$ cat config.mk
export PLATFORM = sky130hd
export DESIGN_NAME = edid_base_block_field_parser_flat
export DESIGN_NICKNAME = d
export VERILOG_FILES = /design/src/hdl/ebbfp_pkg.sv /design/src/hdl/ebbfp_if.sv /design/src/hdl/edid_base_block_field_parser.sv /design/src/flat_wrapper.sv
export SDC_FILE = /design/constraint.sdc
export NUM_CORES = 1
export LEC_CHECK = 0
export BUFFER_PORTS_ARGS = -buffer_cell sky130_fd_sc_hd__buf_4
export CAP_MARGIN = 20
export CORE_ASPECT_RATIO = 1.5
export CORE_MARGIN = 2
export CORE_UTILIZATION = 60
export DETAILED_ROUTE_END_ITERATION = 16
export GPL_TIMING_DRIVEN = 0
export HOLD_SLACK_MARGIN = 0.1
export MAX_ROUTING_LAYER = met4
export PLACE_DENSITY = 0.8
export REMOVE_ABC_BUFFERS = 1
export SLEW_MARGIN = 40
export SYNTH_ARGS = -nofsm -noshare
export SYNTH_HDL_FRONTEND = slang
export SYNTH_SLANG_ARGS = --single-unit
$ cat constraint.sdc
create_clock -name clk -period 13.8 [get_ports clk]
set_input_delay 0 -clock clk [delete_from_list [all_inputs] [get_ports clk]]
set_output_delay 0 -clock clk [all_outputs]
set_load 0.05 [all_outputs]
$ cat src/hdl/ebbfp_pkg.sv
// ---------------------------------------------------------------------------
// EDID base block field parser package
// Record kinds, byte offsets and descriptor tags.
// ---------------------------------------------------------------------------
package ebbfp_pkg;

    typedef enum logic [3:0] {
        KIND_HDR_ERR    = 4'd0,
        KIND_SHORT      = 4'd1,
        KIND_VENDOR     = 4'd2,
        KIND_SERIAL     = 4'd3,
        KIND_SIZE       = 4'd4,
        KIND_CHROMA     = 4'd5,
        KIND_NAME_CHAR  = 4'd6,
        KIND_SER_CHAR   = 4'd7,
        KIND_TEXT_CHAR  = 4'd8,
        KIND_DONE       = 4'd9
    } kind_t;

    localparam int IDX_W = 7;

    localparam logic [IDX_W-1:0] HDR_OFS0       = 7'd0;
    localparam logic [IDX_W-1:0] HDR_OFS1       = 7'd1;
    localparam logic [IDX_W-1:0] VENDOR_OFS     = 7'd8;
    localparam logic [IDX_W-1:0] VENDOR_OFS2    = 7'd9;
    localparam logic [IDX_W-1:0] SERIAL_OFS     = 7'd12;
    localparam logic [IDX_W-1:0] SERIAL_LAST    = 7'd15;
    localparam logic [IDX_W-1:0] SIZE_OFS       = 7'd21;
    localparam logic [IDX_W-1:0] SIZE_OFS2      = 7'd22;
    localparam logic [IDX_W-1:0] GAMMA_OFS      = 7'd23;
    localparam logic [IDX_W-1:0] CHROMA_LO_OFS  = 7'd25;
    localparam logic [IDX_W-1:0] CHROMA_HI_OFS  = 7'd26;
    localparam logic [IDX_W-1:0] CHROMA_OFS     = 7'd27;
    localparam logic [IDX_W-1:0] CHROMA_LAST    = 7'd34;
    localparam logic [IDX_W-1:0] DESC_PRE       = 7'd53;   // 0x36 - 1
    localparam logic [IDX_W-1:0] DESC_FIRST     = 7'd54;   // 0x36
    localparam logic [IDX_W-1:0] DESC_END       = 7'd125;  // 0x6c + 18 - 1
    localparam logic [IDX_W-1:0] LAST_INDEX     = 7'd127;

    localparam logic [4:0] DESC_LAST_OFF = 5'd17;
    localparam logic [4:0] DOFF_USABLE   = 5'd0;
    localparam logic [4:0] DOFF_CHECK    = 5'd2;
    localparam logic [4:0] DOFF_TAG      = 5'd3;
    localparam logic [4:0] DOFF_CHAR0    = 5'd5;
    localparam logic [4:0] DOFF_CHARN    = 5'd16;
    localparam logic [4:0] DOFF_GAMMA_A  = 5'd12;
    localparam logic [4:0] DOFF_GAMMA_B  = 5'd17;

    localparam logic [7:0] TAG_NAME   = 8'hfc;
    localparam logic [7:0] TAG_SERIAL = 8'hff;
    localparam logic [7:0] TAG_TEXT   = 8'hfe;
    localparam logic [7:0] TAG_CPOINT = 8'hfb;

    localparam logic [7:0] HDR_BYTE1  = 8'hff;
    localparam logic [7:0] GAMMA_NONE = 8'hff;
    localparam logic [8:0] GAMMA_BASE = 9'd100;

endpackage

$ cat src/hdl/ebbfp_if.sv
// ---------------------------------------------------------------------------
// EDID base block field parser channels
// Byte stream in and field record stream out, valid/ready handshake.
// ---------------------------------------------------------------------------
interface ebbfp_byte_if;
    logic       valid;
    logic       ready;
    logic [7:0] edid_byte;
    logic       final_byte;

    modport source (output valid, output edid_byte, output final_byte, input ready);
    modport sink   (input valid, input edid_byte, input final_byte, output ready);
endinterface

interface ebbfp_rec_if;
    logic        valid;
    logic        ready;
    logic [3:0]  kind;
    logic [31:0] value;
    logic [7:0]  second_value;
    logic [3:0]  position;
    logic [1:0]  descriptor_slot;

    modport source (output valid, output kind, output value, output second_value,
                    output position, output descriptor_slot, input ready);
    modport sink   (input valid, input kind, input value, input second_value,
                    input position, input descriptor_slot, output ready);
endinterface

$ cat src/hdl/edid_base_block_field_parser.sv
// ---------------------------------------------------------------------------
// EDID base block field parser
// Turns an EDID byte stream into tagged field records.
// ---------------------------------------------------------------------------
// One byte word is taken per clock whenever the record register is empty or
// is being drained in the same cycle, so the block sustains one word per
// cycle; a record appears on the output in the cycle after the byte that
// completes it. Each byte is decoded in a single combinational pass against
// the running byte index (header check, vendor letters, serial, size, gamma,
// chroma, four 18-byte descriptors) and at most one record results. A short
// stream (final_byte before byte 127) yields only a short block record; a bad
// header yields a header error record. After an error or the done record at
// byte 127 (which carries gamma x 100), bytes are swallowed until final_byte,
// and every final_byte word returns the parser to its reset state.
// ---------------------------------------------------------------------------
module edid_base_block_field_parser (
    input  logic               clk,
    input  logic               rst_n,
    ebbfp_byte_if.sink         stream,
    ebbfp_rec_if.source        records
);

    localparam int IW = ebbfp_pkg::IDX_W;

    // parser state
    logic [IW-1:0] idx_reg,       idx_next;
    logic          hdr_good_reg,  hdr_good_next;
    logic          finished_reg,  finished_next;
    logic [23:0]   held_reg,      held_next;
    logic [15:0]   chroma_lo_reg, chroma_lo_next;
    logic          usable_reg,    usable_next;
    logic [7:0]    tag_reg,       tag_next;
    logic [8:0]    gamma_reg,     gamma_next;
    logic [4:0]    doff_reg,      doff_next;    // offset inside current descriptor
    logic [1:0]    dslot_reg,     dslot_next;   // descriptor number

    // record register
    logic          out_valid_reg, out_valid_next;
    logic [3:0]    kind_reg;
    logic [31:0]   value_reg;
    logic [7:0]    second_reg;
    logic [3:0]    pos_reg;
    logic [1:0]    slot_reg;

    // record from this word
    logic          res_valid;
    ebbfp_pkg::kind_t res_kind;
    logic [31:0]   res_value;
    logic [7:0]    res_second;
    logic [3:0]    res_pos;
    logic [1:0]    res_slot;

    logic          accept;
    logic [7:0]    b;
    logic          fin;
    logic [2:0]    ck;
    logic [7:0]    csrc;
    logic [1:0]    clo;
    logic [7:0]    vh;

    assign stream.ready = !out_valid_reg || records.ready;
    assign accept       = stream.valid && stream.ready;
    assign b            = stream.edid_byte;
    assign fin          = stream.final_byte;

    // chroma: index within the eight coordinates, low bits come from 0x19/0x1a
    assign ck   = 3'(idx_reg - ebbfp_pkg::CHROMA_OFS);
    assign csrc = ck[2] ? chroma_lo_reg[15:8] : chroma_lo_reg[7:0];
    always_comb
    begin
        case (ck[1:0])
            2'd0:    clo = csrc[7:6];
            2'd1:    clo = csrc[5:4];
            2'd2:    clo = csrc[3:2];
            default: clo = csrc[1:0];
        endcase
    end

    assign vh = held_reg[7:0];

    always_comb
    begin
        idx_next       = idx_reg;
        hdr_good_next  = hdr_good_reg;
        finished_next  = finished_reg;
        held_next      = held_reg;
        chroma_lo_next = chroma_lo_reg;
        usable_next    = usable_reg;
        tag_next       = tag_reg;
        gamma_next     = gamma_reg;
        doff_next      = doff_reg;
        dslot_next     = dslot_reg;

        res_valid  = 1'b0;
        res_kind   = ebbfp_pkg::KIND_HDR_ERR;
        res_value  = '0;
        res_second = '0;
        res_pos    = '0;
        res_slot   = '0;

        if (accept && !finished_reg)
        begin
            if (fin && idx_reg != ebbfp_pkg::LAST_INDEX)
            begin
                // short block beats any other record of this byte
                res_valid = 1'b1;
                res_kind  = ebbfp_pkg::KIND_SHORT;
            end
            else
            begin
                if (idx_reg == ebbfp_pkg::HDR_OFS0)
                begin
                    hdr_good_next = (b == 8'h00);
                end
                else if (idx_reg == ebbfp_pkg::HDR_OFS1)
                begin
                    if (!(hdr_good_reg && b == ebbfp_pkg::HDR_BYTE1))
                    begin
                        res_valid     = 1'b1;
                        res_kind      = ebbfp_pkg::KIND_HDR_ERR;
                        finished_next = 1'b1;
                    end
                end
                else if (idx_reg == ebbfp_pkg::VENDOR_OFS || idx_reg == ebbfp_pkg::SIZE_OFS ||
                         (idx_reg >= ebbfp_pkg::SERIAL_OFS &&
                          idx_reg < ebbfp_pkg::SERIAL_LAST))
                begin
                    held_next = {held_reg[15:0], b};
                end
                else if (idx_reg == ebbfp_pkg::VENDOR_OFS2)
                begin
                    // 5-bit letters, 1 = 'A'; adding 0x40 is a prefix of 010
                    res_valid = 1'b1;
                    res_kind  = ebbfp_pkg::KIND_VENDOR;
                    res_value = {8'h00, 3'b010, vh[6:2], 3'b010, vh[1:0], b[7:5],
                                 3'b010, b[4:0]};
                end
                else if (idx_reg == ebbfp_pkg::SERIAL_LAST)
                begin
                    res_valid = 1'b1;
                    res_kind  = ebbfp_pkg::KIND_SERIAL;
                    res_value = {b, held_reg[7:0], held_reg[15:8], held_reg[23:16]};
                end
                else if (idx_reg == ebbfp_pkg::SIZE_OFS2)
                begin
                    res_valid = 1'b1;
                    res_kind  = ebbfp_pkg::KIND_SIZE;
                    if (vh != 8'h00 && b != 8'h00)
                    begin
                        res_value  = {24'h0, vh};
                        res_second = b;
                    end
                end
                else if (idx_reg == ebbfp_pkg::GAMMA_OFS)
                begin
                    gamma_next = (b == ebbfp_pkg::GAMMA_NONE) ? ebbfp_pkg::GAMMA_BASE
                                                               : {1'b0, b} + ebbfp_pkg::GAMMA_BASE;
                end
                else if (idx_reg == ebbfp_pkg::CHROMA_LO_OFS)
                begin
                    chroma_lo_next[7:0] = b;
                end
                else if (idx_reg == ebbfp_pkg::CHROMA_HI_OFS)
                begin
                    chroma_lo_next[15:8] = b;
                end
                else if (idx_reg >= ebbfp_pkg::CHROMA_OFS && idx_reg <= ebbfp_pkg::CHROMA_LAST)
                begin
                    res_valid = 1'b1;
                    res_kind  = ebbfp_pkg::KIND_CHROMA;
                    res_value = {22'h0, b, clo};
                    res_pos   = {1'b0, ck};
                end
                else if (idx_reg >= ebbfp_pkg::DESC_FIRST && idx_reg <= ebbfp_pkg::DESC_END)
                begin
                    if (doff_reg == ebbfp_pkg::DOFF_USABLE)
                    begin
                        usable_next = (b == 8'h00);
                    end
                    else if (doff_reg == ebbfp_pkg::DOFF_CHECK)
                    begin
                        if (b != 8'h00)
                        begin
                            usable_next = 1'b0;
                        end
                    end
                    else if (doff_reg == ebbfp_pkg::DOFF_TAG)
                    begin
                        tag_next = b;
                    end
                    else if (doff_reg >= ebbfp_pkg::DOFF_CHAR0 &&
                             doff_reg <= ebbfp_pkg::DOFF_CHARN && usable_reg)
                    begin
                        res_value = {24'h0, b};
                        res_pos   = 4'(doff_reg - ebbfp_pkg::DOFF_CHAR0);
                        res_slot  = dslot_reg;
                        if (tag_reg == ebbfp_pkg::TAG_NAME)
                        begin
                            res_valid = 1'b1;
                            res_kind  = ebbfp_pkg::KIND_NAME_CHAR;
                        end
                        else if (tag_reg == ebbfp_pkg::TAG_SERIAL)
                        begin
                            res_valid = 1'b1;
                            res_kind  = ebbfp_pkg::KIND_SER_CHAR;
                        end
                        else if (tag_reg == ebbfp_pkg::TAG_TEXT)
                        begin
                            res_valid = 1'b1;
                            res_kind  = ebbfp_pkg::KIND_TEXT_CHAR;
                        end
                    end
                    // colour-point descriptor carries two gamma bytes
                    if ((doff_reg == ebbfp_pkg::DOFF_GAMMA_A ||
                         doff_reg == ebbfp_pkg::DOFF_GAMMA_B) &&
                        usable_reg && tag_reg == ebbfp_pkg::TAG_CPOINT &&
                        b != ebbfp_pkg::GAMMA_NONE)
                    begin
                        gamma_next = {1'b0, b} + ebbfp_pkg::GAMMA_BASE;
                    end
                end
                else if (idx_reg == ebbfp_pkg::LAST_INDEX)
                begin
                    res_valid     = 1'b1;
                    res_kind      = ebbfp_pkg::KIND_DONE;
                    res_value     = {23'h0, gamma_reg};
                    finished_next = 1'b1;
                end

                // advance index and descriptor position
                if (!finished_next && idx_reg != ebbfp_pkg::LAST_INDEX)
                begin
                    idx_next = idx_reg + 1'b1;
                    if (idx_reg == ebbfp_pkg::DESC_PRE)
                    begin
                        doff_next  = '0;
                        dslot_next = '0;
                    end
                    else if (doff_reg == ebbfp_pkg::DESC_LAST_OFF)
                    begin
                        doff_next  = '0;
                        dslot_next = dslot_reg + 1'b1;
                    end
                    else
                    begin
                        doff_next = doff_reg + 1'b1;
                    end
                end
            end
        end

        // last word of the stream: back to reset state
        if (accept && fin)
        begin
            idx_next       = '0;
            hdr_good_next  = 1'b1;
            finished_next  = 1'b0;
            held_next      = '0;
            chroma_lo_next = '0;
            usable_next    = 1'b0;
            tag_next       = '0;
            gamma_next     = ebbfp_pkg::GAMMA_BASE;
            doff_next      = '0;
            dslot_next     = '0;
        end
    end

    always_comb
    begin
        if (accept)
        begin
            out_valid_next = res_valid;
        end
        else if (records.ready)
        begin
            out_valid_next = 1'b0;
        end
        else
        begin
            out_valid_next = out_valid_reg;
        end
    end

    always_ff @(posedge clk or negedge rst_n)
    begin
        if (!rst_n)
        begin
            idx_reg       <= '0;
            hdr_good_reg  <= 1'b1;
            finished_reg  <= 1'b0;
            held_reg      <= '0;
            chroma_lo_reg <= '0;
            usable_reg    <= 1'b0;
            tag_reg       <= '0;
            gamma_reg     <= ebbfp_pkg::GAMMA_BASE;
            doff_reg      <= '0;
            dslot_reg     <= '0;
            out_valid_reg <= 1'b0;
        end
        else
        begin
            idx_reg       <= idx_next;
            hdr_good_reg  <= hdr_good_next;
            finished_reg  <= finished_next;
            held_reg      <= held_next;
            chroma_lo_reg <= chroma_lo_next;
            usable_reg    <= usable_next;
            tag_reg       <= tag_next;
            gamma_reg     <= gamma_next;
            doff_reg      <= doff_next;
            dslot_reg     <= dslot_next;
            out_valid_reg <= out_valid_next;
        end
    end

    // record payload, loaded only when a record is produced
    always_ff @(posedge clk)
    begin
        if (accept && res_valid)
        begin
            kind_reg   <= res_kind;
            value_reg  <= res_value;
            second_reg <= res_second;
            pos_reg    <= res_pos;
            slot_reg   <= res_slot;
        end
    end

    assign records.valid           = out_valid_reg;
    assign records.kind            = kind_reg;
    assign records.value           = value_reg;
    assign records.second_value    = second_reg;
    assign records.position        = pos_reg;
    assign records.descriptor_slot = slot_reg;

endmodule

$ cat src/flat_wrapper.sv
// flat-port wrapper written by rule: the top's interface ports become plain ports
module edid_base_block_field_parser_flat 
  (clk, rst_n, stream_valid, stream_edid_byte, stream_final_byte, stream_ready, records_valid, records_kind, records_value, records_second_value, records_position, records_descriptor_slot, records_ready);
  ebbfp_byte_if stream_i ();
  ebbfp_rec_if records_i ();
  input  logic clk;
  input  logic rst_n;
  input wire logic [$bits(stream_i.valid)-1:0] stream_valid;
  input wire logic [$bits(stream_i.edid_byte)-1:0] stream_edid_byte;
  input wire logic [$bits(stream_i.final_byte)-1:0] stream_final_byte;
  output wire logic [$bits(stream_i.ready)-1:0] stream_ready;
  output wire logic [$bits(records_i.valid)-1:0] records_valid;
  output wire logic [$bits(records_i.kind)-1:0] records_kind;
  output wire logic [$bits(records_i.value)-1:0] records_value;
  output wire logic [$bits(records_i.second_value)-1:0] records_second_value;
  output wire logic [$bits(records_i.position)-1:0] records_position;
  output wire logic [$bits(records_i.descriptor_slot)-1:0] records_descriptor_slot;
  input wire logic [$bits(records_i.ready)-1:0] records_ready;
  assign stream_i.valid = stream_valid;
  assign stream_i.edid_byte = stream_edid_byte;
  assign stream_i.final_byte = stream_final_byte;
  assign stream_ready = stream_i.ready;
  assign records_valid = records_i.valid;
  assign records_kind = records_i.kind;
  assign records_value = records_i.value;
  assign records_second_value = records_i.second_value;
  assign records_position = records_i.position;
  assign records_descriptor_slot = records_i.descriptor_slot;
  assign records_i.ready = records_ready;
  edid_base_block_field_parser u_core (.clk(clk), .rst_n(rst_n), .stream(stream_i), .records(records_i));
endmodule
# --- Yosys cells after proc, flatten, opt, wreduce, memory -nomap -nowiden ---
# Index checks and enable logic that the tools add are counted.
totals:
  ff_bits: 125
  latchBits: 0
  mem_bits_rw: 0
  mem_bits_ro: 0
  in_bits: 13
  output_inout_bits: 52
  mem_count: 0
classes:
  addsub: 6
  mul: 0
  div_mod_pow: 0
  order_cmp: 8
  n_eq_ne: 40
  shift: 0
  n_mux: 173
  n_bitwise: 5
  reduce_logical: 60
ops:
  columns: ["op", "count"]
  rows:
  - ["2-to-1 mux 32 bit", 10]
  - ["2-to-1 mux 8 bit", 23]
  - ["2-to-1 mux 16 bit", 10]
  - ["2-to-1 mux 9 bit", 17]
  - ["2-to-1 mux 24 bit", 6]
  - ["2-to-1 mux 1 bit", 67]
  - ["== test 8 bit (second input constant)", 5]
  - ["2-to-1 mux 4 bit", 9]
  - ["== test 7 x 5 -> 1 bit (second input constant)", 5]
  - ["2-to-1 mux 3 bit", 11]
  - ["2-to-1 mux 5 bit", 6]
  - ["2-to-1 mux 7 bit", 4]
  - ["inequality test 2 bit (second input constant)", 13]
  - ["2-to-1 mux 23 bit", 1]
  - ["== test 7 x 4 -> 1 bit (second input constant)", 3]
  - ["nonzero test 2 bit", 9]
  - ["OR reduction 17 bit", 1]
  - ["logical AND 1 bit", 16]
  - ["2-to-1 mux 2 bit", 8]
  - ["AND reduction 16 bit", 1]
  - ["nonzero test 8 bit", 2]
  - ["AND reduction 15 bit", 1]
  - ["nonzero test 3 bit", 5]
  - ["AND reduction 13 bit", 1]
  - ["45 further kinds", 58]

# --- Longest topological paths before layout ---
depth:
  word_depth: 22
  ltp_mapped: 10

# --- Worst setup path after synthesis ---
# Ideal clock, no wire load.
synth_path:
  path_type: "register to register"
  startpoint: "register u_core.idx_reg[1]"
  endpoint: "register u_core.slot_reg[0] (netlist: u_core.records.descriptor_slot[0]), enable pin"
  t_arrival_ps: 4073
  setup_slack_ps: 9269
  path_stages_with_launch: 10
  n_path_buf: 1
  period_less_slack_ps: 4531
  path_cell_list: "dfrtp_1 inv_1 ha_1 buf_2 nor2b_1 nand2_1 or3_1 a21oi_1 and4bb_1 nor2_1"
synth_between:
  elab_chain_cells: 16
  word_cells_on_any_way: 39
  classes_between: "order compare (6); eq/ne (11); mux (14); reduce/logical (8)"
synth_rtl:
  columns: ["item", "line_no", "source"]
  rows:
  - ["from (decl)", "edid_base_block_field_parser.sv:26", "logic [IW-1:0] idx_reg, idx_next;"]
  - ["from (signal assigned)", "edid_base_block_field_parser.sv:302", "idx_reg <= idx_next;"]
  - ["greater-or-equal comparator 7 x 6 -> 1 bit (tied with other cells)", "edid_base_block_field_parser.sv:174", "else if (idx_reg >= ebbfp_pkg::DESC_FIRST && idx_reg <= ebbfp_pkg::DESC_END)"]
  - ["logical AND 1 bit or 2-to-1 mux 1 bit (tied branches)", "edid_base_block_field_parser.sv:174, edid_base_block_field_parser.sv:222", null]
  - ["2-to-1 mux 1 bit", "edid_base_block_field_parser.sv:174", null]
  - ["2-to-1 mux 1 bit", "edid_base_block_field_parser.sv:167", "else if (idx_reg >= ebbfp_pkg::CHROMA_OFS && idx_reg <= ebbfp_pkg::CHROMA_LAST)"]
  - ["2-to-1 mux 1 bit", "edid_base_block_field_parser.sv:163", "else if (idx_reg == ebbfp_pkg::CHROMA_HI_OFS)"]
  - ["2-to-1 mux 1 bit", "edid_base_block_field_parser.sv:159", "else if (idx_reg == ebbfp_pkg::CHROMA_LO_OFS)"]
  - ["2-to-1 mux 1 bit", "edid_base_block_field_parser.sv:154", "else if (idx_reg == ebbfp_pkg::GAMMA_OFS)"]
  - ["2-to-1 mux 1 bit", "edid_base_block_field_parser.sv:144", "else if (idx_reg == ebbfp_pkg::SIZE_OFS2)"]
  - ["2-to-1 mux 1 bit", "edid_base_block_field_parser.sv:138", "else if (idx_reg == ebbfp_pkg::SERIAL_LAST)"]
  - ["2-to-1 mux 1 bit", "edid_base_block_field_parser.sv:130", "else if (idx_reg == ebbfp_pkg::VENDOR_OFS2)"]
  - ["2-to-1 mux 1 bit", "edid_base_block_field_parser.sv:124", "else if (idx_reg == ebbfp_pkg::VENDOR_OFS || idx_reg == ebbfp_pkg::SIZE_OFS ||"]
  - ["2-to-1 mux 1 bit", "edid_base_block_field_parser.sv:115", "else if (idx_reg == ebbfp_pkg::HDR_OFS1)"]
  - ["2-to-1 mux 1 bit", "edid_base_block_field_parser.sv:111", "if (idx_reg == ebbfp_pkg::HDR_OFS0)"]
  - ["2-to-1 mux 1 bit *", "edid_base_block_field_parser.sv:103", "if (fin && idx_reg != ebbfp_pkg::LAST_INDEX)"]
  - ["2-to-1 mux 1 bit *", "edid_base_block_field_parser.sv:101", "if (accept && !finished_reg)"]
  - ["logical AND 1 bit *", "edid_base_block_field_parser.sv:319", "if (accept && res_valid)"]
  - ["to (signal assigned)", "edid_base_block_field_parser.sv:325", "slot_reg <= res_slot;"]
  - ["to (decl)", "edid_base_block_field_parser.sv:43", "logic [1:0] slot_reg;"]
# Mark *: on every way between the ends. The rest lies on a longest branch, timed or not.
# A chain may end at the register's enable or synchronous reset.

# --- Final worst setup path ---
layout_path:
  startpoint: "register u_core.idx_reg[1]"
  endpoint: "register u_core.value_reg[18] (netlist: u_core.records.value[18]), enable pin"
layout_between:
  elab_chain_cells: 16
  word_cells_on_any_way: 39
  classes_between: "order compare (6); eq/ne (11); mux (14); reduce/logical (8)"
layout_rtl:
  columns: ["item", "line_no", "source"]
  rows:
  - ["greater-or-equal comparator 7 x 6 -> 1 bit (tied with other cells)", "edid_base_block_field_parser.sv:174", null]
  - ["logical AND 1 bit or 2-to-1 mux 1 bit (tied branches)", "edid_base_block_field_parser.sv:174, edid_base_block_field_parser.sv:222", null]
  - ["2-to-1 mux 1 bit", "edid_base_block_field_parser.sv:174", null]
  - ["2-to-1 mux 1 bit", "edid_base_block_field_parser.sv:167", null]
  - ["2-to-1 mux 1 bit", "edid_base_block_field_parser.sv:163", null]
  - ["2-to-1 mux 1 bit", "edid_base_block_field_parser.sv:159", null]
  - ["2-to-1 mux 1 bit", "edid_base_block_field_parser.sv:154", null]
  - ["2-to-1 mux 1 bit", "edid_base_block_field_parser.sv:144", null]
  - ["2-to-1 mux 1 bit", "edid_base_block_field_parser.sv:138", null]
  - ["2-to-1 mux 1 bit", "edid_base_block_field_parser.sv:130", null]
  - ["2-to-1 mux 1 bit", "edid_base_block_field_parser.sv:124", null]
  - ["2-to-1 mux 1 bit", "edid_base_block_field_parser.sv:115", null]
  - ["2-to-1 mux 1 bit", "edid_base_block_field_parser.sv:111", null]
  - ["2-to-1 mux 1 bit *", "edid_base_block_field_parser.sv:103", null]
  - ["2-to-1 mux 1 bit *", "edid_base_block_field_parser.sv:101", null]
  - ["logical AND 1 bit *", "edid_base_block_field_parser.sv:319", null]
  - ["to (signal assigned)", "edid_base_block_field_parser.sv:322", "value_reg <= res_value;"]
  - ["to (decl)", "edid_base_block_field_parser.sv:40", "logic [31:0] value_reg;"]
# Marked as above.

==> impl_results.rst <==
.. list-table::
   :header-rows: 1

   * - Metric
     - Value
   * - Die Outline Area
     - 12100 µm²
   * - Switching share of power
     - 34.5%
   * - Number of global-route vias before repair
     - 5561
   * - Crit start category
     - register
   * - Number of buffer and inverter instances along the worst setup path
     - 2
   * - Largest stage delay on the critical path
     - 660 ps
   * - Required time of the critical path
     - 13910 ps
   * - Number of design-rule violations left by the first detailed-router iteration
     - 473
   * - Layout overhead on the synthesized area
     - 19.2%
   * - Family of cells with the greatest summed delay on the critical path
     - compound AO/OA/AOI/OAI gates
   * - Sinks on the clock net
     - 125
   * - Number of input and output port buffers inserted
     - 64
   * - Standard cell with the maximum stage delay on the critical path
     - sky130_fd_sc_hd__a32o_1
   * - Classification of the worst setup path
     - register to register
   * - Clock-pin transition on the worst setup and hold timing paths
     - 50 ps
   * - Number of flops mapped to enable cells by yosys
     - 50
   * - Average routed wire per standard cell
     - 20.3 µm
   * - Worst supply voltage drop on vdd
     - 0.103 mV
   * - Synthesized flop and latch total
     - 125
   * - Clock network power share
     - 35.8%
   * - CTS tree
     - built
   * - DRT Pass-1 Iters
     - 5
   * - Final hold viol count
     - 0
   * - Final setup skew
     - 6.56 ps
   * - Wire length of the first global-routing pass
     - 28500 µm
   * - Buffer levels on the longest clock path
     - 2
   * - Initial core utilization
     - 61.0%
   * - Worst hold path type
     - primary input to asynchronous set/reset pin
   * - Remaining antenna violation count
     - 0
   * - Fraction of synthesized cell area taken by the top area cell type
     - 26.5%
   * - Post-Layout Inst Area
     - 8000 µm²
   * - Die Width
     - 90.4 µm
   * - Synthesis warning total
     - 0
   * - Biggest area contributors in the synthesized netlist
     - sky130_fd_sc_hd__dfrtp_1 (26%), sky130_fd_sc_hd__edfxtp_1 (22%), sky130_fd_sc_hd__mux2i_1 (6.9%)
   * - MaxCap Viol Count
     - 0
   * - Final Cycle Share
     - 26.6%
   * - Setup violations, final
     - 0
   * - Ports
     - 65
   * - Synthesized instance count
     - 636
   * - CTS buffer count
     - 17
   * - Primary flip-flop cell chosen by synthesis mapping
     - sky130_fd_sc_hd__dfrtp_1
   * - Switching power of the nets
     - 0.428 mW
   * - Power share of the sequential group
     - 37.2%
   * - Maximum number of pins on one net before global-route repair
     - 76
   * - Total design power
     - 1.24 mW
   * - Number of nets in the layout
     - 722
   * - Fmax
     - 0.273 GHz
   * - Number of gates resized after cts
     - 0
   * - Total Routed Length
     - 17400 µm
   * - Proportion of layout cells with a drive suffix above 1
     - 19.6%
   * - Total power density per cell area
     - 155 nW/µm²
   * - Final count of pins violating max slew
     - 0
   * - GR Util All Layers
     - 31.2%
   * - Die H
     - 134 µm
   * - Crit-path cells
     - ha_1, a211o_1, a32o_1, or2_0, o22ai_1, and4bb_1, nor2_4, buf_16, buf_8
   * - Fill cells
     - 776
   * - Post-synth cell types
     - 89
   * - Post-synth design cell area
     - 6710 µm²
   * - Portion of total power attributed to combinational logic
     - 27.0%
   * - Final worst hold slack
     - 179 ps
   * - Grt total ovfl
     - 0
   * - Clock latency at the later pin of the worst-skew pair
     - 420 ps
   * - Headroom to the max-slew limit
     - 41.4%
   * - Detailed-route via count
     - 5401
   * - Critical Path Fanout Max
     - 22
   * - Gpl congestion
     - 0.945
   * - Setup tns final
     - 0 ps
   * - Arrival time worst endpoint
     - 3780 ps
   * - Number of antenna violations at the first check in global routing
     - 0
   * - CP Capture Type
     - register
   * - Core box area
     - 11000 µm²
   * - Buffer type at the clock tree root
     - sky130_fd_sc_hd__clkbuf_16
   * - Largest register FFs
     - 32
   * - Count of standard-cell rows
     - 47
   * - Vias per cell
     - 6.31
   * - Register area share after synthesis
     - 50.4%
   * - Async SR Flop Fraction
     - 60.0%
   * - Result of the run
     - finished clean
   * - Number of DRC violations after detailed routing
     - 0
   * - P_leak
     - 3.24 nW
   * - Transition time at the pin with the least slew margin
     - 876 ps
   * - Per-instance average area after synthesis
     - 10.6 µm²
   * - Cell area after placement
     - 7250 µm²
   * - Final min period
     - 3670 ps
   * - Unrepaired setup endpoints after global routing
     - false
   * - Int Power
     - 0.812 mW
   * - Count of antenna diodes in the layout
     - 0
   * - Detailed placer's ending HPWL
     - 11500 µm
   * - Area leader, netlist
     - sky130_fd_sc_hd__dfrtp_1
   * - Clock H-tree levels
     - 4
-- layer usage --
metal / track usage (%) / vias to the layer above / part of all wire, %
li1: - / 2460 / -
met1: 34.6 / 2592 / 36
met5: - / - / 0
met3: 5.94 / 76 / 6.3
met2: 51.0 / 273 / 52
met4: 21.0 / 0 / 5.7
-- worst reg2reg max path: stages, from the launching register on --
cell and delay [ps]:
sky130_fd_sc_hd__dfrtp_1 570, sky130_fd_sc_hd__ha_1 600, sky130_fd_sc_hd__a211o_1 160, sky130_fd_sc_hd__a32o_1 660, sky130_fd_sc_hd__or2_0 200, sky130_fd_sc_hd__o22ai_1 120
sky130_fd_sc_hd__and4bb_1 290, sky130_fd_sc_hd__nor2_4 330, sky130_fd_sc_hd__buf_16 210, sky130_fd_sc_hd__buf_8 210
-- stage by stage --
step / worst slack [ps] / std cells / utilization, %
floorplan: 8790 / 592 / -
global placement: 6840 / 803 / 65.0
detailed placement: 10230 / 810 / 66.0
CTS: 10200 / 855 / 72.5
global route: 9960 / 856 / 72.8
finish: 10130 / 856 / 72.8
-- final timing paths --
kind / from / to / slack [ps] / cells after the start
worst max-delay path: u_core.idx_reg[1] / u_core.records.value[18] / 10130 / 9
worst min-delay path: rst_n / u_core.held_reg[2] / 180 / 2
worst max register to register: u_core.idx_reg[1] / u_core.records.value[18] / 10130 / 9
worst min register to register: u_core.chroma_lo_reg[9] / u_core.chroma_lo_reg[9] / 520 / 2
max in group asynchronous: rst_n / u_core.idx_reg[5] / 13140 / 2
min in group clk: stream_edid_byte[2] / u_core.gamma_reg[2] / 440 / 3
-- power by group through the flow --
stage	clock network, mW	logic, mW	registers [mW]
CTS	0.445	0.333	0.460
floorplan	0	0.170	0.521
global placement	0	0.313	0.468
global route	0.464	0.361	0.465
finish	0.443	0.335	0.461
detailed placement	0	0.329	0.467
-- cell usage after synthesis (all sizes together) (13+ instances only) --
cell type	n
a21oi	15
a22oi	14
and3	15
buf	27
clkbuf	17
dfrtp	71
edfxtp	50
ha	13
mux2i	46
nand2	67
nand3	17
nor2	80
nor3	19
o21ai	31
-- logic make-up (layout without fill, tap and decap cells) --
logic type,after synthesis,after routing,synth area share (%)
and+or+nand+nor,259,259,20.4
DFF,125,125,50.4
AOI/OAI and AO/OA,123,123,13.5
buffers and inverters,56,129,4.10
muxes,50,50,7.53
adders and majority gates,13,13,2.42
xor gates and xnor gates,10,10,1.58
-- layout by cell type (no fill, tap or decap), types with 4 or more instances in the layout --
cell                            netlist  routed
sky130_fd_sc_hd__dfstp_2              4       4
sky130_fd_sc_hd__nor3_1              18      18
sky130_fd_sc_hd__nand3_1             16      15
sky130_fd_sc_hd__and3_1              15      14
sky130_fd_sc_hd__nor2_1              77      76
sky130_fd_sc_hd__xor2_1               5       5
sky130_fd_sc_hd__buf_4                3      67
sky130_fd_sc_hd__dfrtp_1             71      71
sky130_fd_sc_hd__or3_1                4       4
sky130_fd_sc_hd__edfxtp_1            50      50
sky130_fd_sc_hd__and2_1              10       9
sky130_fd_sc_hd__a21oi_1             14      14
sky130_fd_sc_hd__a31oi_1              8       8
sky130_fd_sc_hd__xnor2_1              4       4
sky130_fd_sc_hd__ha_1                13      13
sky130_fd_sc_hd__dlygate4sd3_1        0      13
sky130_fd_sc_hd__nor2b_1              8       8
sky130_fd_sc_hd__a222oi_1             4       4
sky130_fd_sc_hd__clkbuf_16            0      18
sky130_fd_sc_hd__o21ai_0             27      27
sky130_fd_sc_hd__mux2i_1             46      46
sky130_fd_sc_hd__a22oi_1             14      14
sky130_fd_sc_hd__nand2b_1             7       7
sky130_fd_sc_hd__clkinv_2             0       4
sky130_fd_sc_hd__a221oi_1             6       6
sky130_fd_sc_hd__inv_1               12      12
sky130_fd_sc_hd__nand2_1             65      64
sky130_fd_sc_hd__a221o_1              6       6
-- timing repair --
action,4_1_cts,5_1_grt
endpoints found under the hold margin,130,0
setup endpoints to repair,0,0
setup buffers,0,0
hold buffers,13,0
-- cell type report --
type                    count  area [µm²]  area share (%)
clock buffers              22         475            5.94
well taps                 147         184            2.30
clock inverters            10         113            1.41
repair buffers             85         719            8.99
inverters                  12        45.0           0.563
multi-input cells         455        3080            38.5
flip-flops and latches    125        3380            42.3
(Power assumes the default switching activity.)
